===== config.mk =====
export PLATFORM = sky130hd
export DESIGN_NAME = agc_queue
export DESIGN_NICKNAME = d
export VERILOG_FILES = /design/src/agc_pkg.sv /design/src/agc_queue.sv
export SDC_FILE = /design/constraint.sdc
export NUM_CORES = 1
export LEC_CHECK = 0
export ABC_AREA = 0
export BUFFER_PORTS_ARGS = -buffer_cell sky130_fd_sc_hd__buf_2
export CAP_MARGIN = 20
export CORE_AREA = 10 10 192 194
export CTS_CLUSTER_DIAMETER = 30
export DETAILED_ROUTE_END_ITERATION = 16
export DIE_AREA = 0 0 202 204
export PLACE_DENSITY = 0.7
export SLEW_MARGIN = 40
export SYNTH_ARGS = -nofsm -noshare
export SYNTH_HDL_FRONTEND = slang
export SYNTH_SLANG_ARGS = --single-unit

===== constraint.sdc =====
create_clock -name clock -period 10.05 [get_ports clock]
set_input_delay 0 -clock clock [delete_from_list [all_inputs] [get_ports clock]]
set_output_delay 0 -clock clock [all_outputs]
set_load 0.03 [all_outputs]

===== src/agc_pkg.sv =====
`default_nettype none
package agc_pkg;

   // table and word sizing
   localparam int MAX_GROUPS = 256;
   localparam int WORD_LIMIT = 64;
   localparam int ALPHABET   = 26;
   localparam int CNT_W      = $clog2(WORD_LIMIT + 1);
   localparam int GRP_AW     = $clog2(MAX_GROUPS);
   localparam int USED_W     = GRP_AW + 1;
   localparam int SLOT_W     = $clog2(ALPHABET);
   localparam int SIG_W      = ALPHABET * CNT_W;

   // port widths
   localparam int REQ_W      = 8;
   localparam int RSP_W      = 24;
   localparam int IDX_W      = 8;
   localparam int LEN_W      = 7;

   // character codes
   localparam logic [7:0] CHAR_UP_A = 8'h41;
   localparam logic [7:0] CHAR_UP_Z = 8'h5a;
   localparam logic [7:0] CHAR_LO_A = 8'h61;
   localparam logic [7:0] CHAR_LO_Z = 8'h7a;

   typedef logic [ALPHABET-1:0][CNT_W-1:0] sig_type;

   // one closed word handed from front to back
   typedef struct packed {
      sig_type          sig;
      logic [CNT_W-1:0] len;
   } word_rec_type;

   // back-end sequencer states
   typedef enum logic [2:0] {
      ST_IDLE   = 3'b001,
      ST_SEARCH = 3'b010,
      ST_FINISH = 3'b100
   } back_state_type;

endpackage
`default_nettype wire


===== src/agc_queue.sv =====
`default_nettype none
module agc_queue (
   input  wire                   clock,
   input  wire                   reset,
   input  wire                   in_valid,
   output logic                  in_ready,
   input  agc_pkg::word_rec_type in_data,
   output logic                  out_valid,
   input  wire                   out_ready,
   output agc_pkg::word_rec_type out_data
);

   agc_pkg::word_rec_type ent_ff [2];
   logic       wr_ptr_ff, rd_ptr_ff;
   logic [1:0] cnt_ff;
   logic       push, pop;

   assign in_ready  = (cnt_ff != 2'd2);
   assign out_valid = (cnt_ff != 2'd0);
   assign out_data  = ent_ff[rd_ptr_ff];
   assign push      = in_valid && in_ready;
   assign pop       = out_valid && out_ready;

   // entry storage
   always_ff @(posedge clock) begin
      if (push) begin
         ent_ff[wr_ptr_ff] <= in_data;
      end
   end

   // pointers and fill count
   always_ff @(posedge clock) begin
      if (reset) begin
         wr_ptr_ff <= 1'b0;
         rd_ptr_ff <= 1'b0;
         cnt_ff    <= 2'd0;
      end else begin
         if (push) begin
            wr_ptr_ff <= !wr_ptr_ff;
         end
         if (pop) begin
            rd_ptr_ff <= !rd_ptr_ff;
         end
         if (push && !pop) begin
            cnt_ff <= cnt_ff + 2'd1;
         end else if (pop && !push) begin
            cnt_ff <= cnt_ff - 2'd1;
         end
      end
   end

endmodule
`default_nettype wire


==> qor.yml <==
outcome:
  status: "completed"
clock_network:
  numCtsBuffers: 72
  insertion_delay_ps: 550
  cts_tree: "done"
  clock_sinks: 383
  ctsResizeCount: 0
  cts_hold_buf: 192
  cts_max_level: 3
  root_buffer: "clkbuf_16"
  cts_max_path_buffers: 3
  clkSlewWorstSetupHoldPaths_ps: 50
  post_cts_buffers: 0
routing:
  post-route-drc-count: 0
  routedWlPerCell_microns: 20.5
  final_antenna_net_count: 0
  drtIter0Drc: 513
  dr_total_vias: 8250
  viasPerCell: 4.70
  wl_mm: 36.1
  drt-pass1-iter-count: 5
synth:
  synth_adder_area_share: 0.000877
  synth_xor_area_frac: 0.00184
  synth.avg_cell_area_sq_um: 23.3
  syn_area_sq_um: 14300
  synth_seq_area_share: 0.802
  synthCells: 612
  syn-num-nets: 806
  ys_ff_latch: 383
  yosysWarnings: 0
  synth_compound_area_frac: 0.00210
  synth_mux_area_frac: 0.175
  synth_top_family_by_area: "multiplexers"
  netlist-cell-type-count: 19
  synth-simple-area-share: 0.00351
pwr:
  power_mw: 6.12
  p_leak_nw: 8.24
  power.density_nw_per_um2: 289
  vdd_drop_max_uv: 225
worst_setup_path:
  crit_required_ps: 10050
  slowest_delay_ps: 680
  slowest_stage: "dfxtp_4"
  cp.arrival_ps: 3230
  start_kind: "flop"
  crit_type: "reg2out"
  worstSetupEndpointType: "output port"
  worst-path-buf-inv: 3
  crit_fanout: 61
  cpLargestDelayFamily: "buffers and inverters"
  path_cells: "buf_6 -> buf_4 -> mux2_2 -> buf_2"
place:
  place_area_sq_um: 16600
  dp_slack_ps: 7420
  dpl.hpwl_mm: 21.9
  io_buffers: 383
  gp_congestion: 0.745
finish:
  fillers: 2186
  layout_commonest_cell: "buf_2"
  final_cell_mix: "buf_2, edfxtp_1, dlygate4sd3_1, mux2_4, mux2_2"
  postLayoutCellArea_sq_um: 21100
  areaGrowthSynthToFinish_pct: 48.1
  layout-drive-gt1-share: 0.541
  final_nets: 1441
sta:
  hold_viol: 0
  setup_slack_ps: 6820
  slew_violations: 0
  fmax_mhz: 310
  setup_viol: 0
  rsz0062_at_grt: "no"
  relSlewSlack: 0.499
  setup-tns-final_ps: 0
  layout_min_cycle_time_ps: 3230
  post-route-period-util: 0.321
  clock_skew_ps: 23.5
  worst_pin_slew_ps: 751
floorplanning:
  initial_core_util: 0.431
  rows: 67
  coreArea_sq_um: 33100
  die_w_microns: 202
  die_area_sq_um: 41200
  ios: 384
  die_h_microns: 204
global_routing:
  grt_pass1_vias: 9141
  grt_max_degree: 125
  grt_overflow: 0
  grt_pass1_wl_mm: 53.8
  antenna_found_initial: 3
  grt_usage: 0.168
min_path:
  worst_hold_path_type: "in2reg"
flow_run:
  drv_cap: 0
-- layout make-up --
cell class / count / area (sq um) / area share
multi-input combinational: 207 / 2630 / 0.124
inverter: 1 / 16.3 / 0.000769
tap: 448 / 561 / 0.0265
timing repair buffer: 582 / 3920 / 0.186
clock inverter: 53 / 613 / 0.0290
sequential: 383 / 11500 / 0.542
clock buffer: 80 / 1940 / 0.0917
antenna: 3 / 7.51 / 0.000355
-- cell families after synthesis --
kind of cell | count (synthesis)
flops | 383
fa+ha+maj | 1
mux | 189
xor+xnor | 3
simple gates | 9
compound gates | 5
buf+inv | 22
-- through the flow --
stage | instances | util | hold WS (ps)
2_1_floorplan | 612 | - | 69.1
3_3_place_gp | 1428 | 0.502 | 186
3_5_place_dp | 1428 | 0.503 | 191
4_1_cts | 1753 | 0.638 | 134
5_1_grt | 1757 | 0.638 | 154
6_report | 1757 | 0.638 | 172
-- sequential cells by signal (all words and copies together), names as in the netlist, named ones only --
| signal | cells |
|---|---|
| rd_ptr_ff | 1 |
| cnt_ff | 2 |
| ent_ff | 378 |
| wr_ptr_ff | 1 |
-- worst paths after layout --
check,depth (start not counted),startpoint,slack (ps),endpoint
min,2,in_data[56],170,ent_ff[0][56]
min reg2reg,2,cnt_ff[1],510,cnt_ff[1]
max reg2reg,4,cnt_ff[0],7500,ent_ff[0][126]
max,4,flop,6820,out_data[1]
-- power breakdown --
part | switching, mW | internal (mW)
clock | 0.797 | 1.68
sequential | 0.0717 | 2.00
combinational | 0.980 | 0.589
total | 1.85 | 4.27
-- worst register-to-register path: cells and delay by family, from the launching register on --
family	cells	cell delay, ps
flops	1	400
simple gates	2	540
buf+inv	2	1200
-- per-layer routing --
layer  share of wire  GRT usage  wire (microns)
met1            0.38      0.189           13600
met2            0.51      0.282           18300
met3           0.082     0.0610            2950
met4           0.034     0.0768            1230
met5               0          0               0
-- synthesized netlist by cell type --
master    count  area (sq um)
a21bo_2       1          10.0
a21oi_1       2          10.0
and2_1        1          6.26
and3_1        1          6.26
buf_2         7          35.0
buf_6        14           158
dfxtp_1       5           100
edfxtp_1    378         11400
ha_1          1          12.5
inv_1         1          3.75
mux2_2       89          1000
mux2_4      100          1500
nand2b_1      1          6.26
nand3b_1      1          7.51
nor2_1        3          11.3
o21ai_0       2          10.0
or2_2         1          6.26
or3_1         1          6.26
xor2_1        3          26.3
Power figures use the tool's default switching activity.
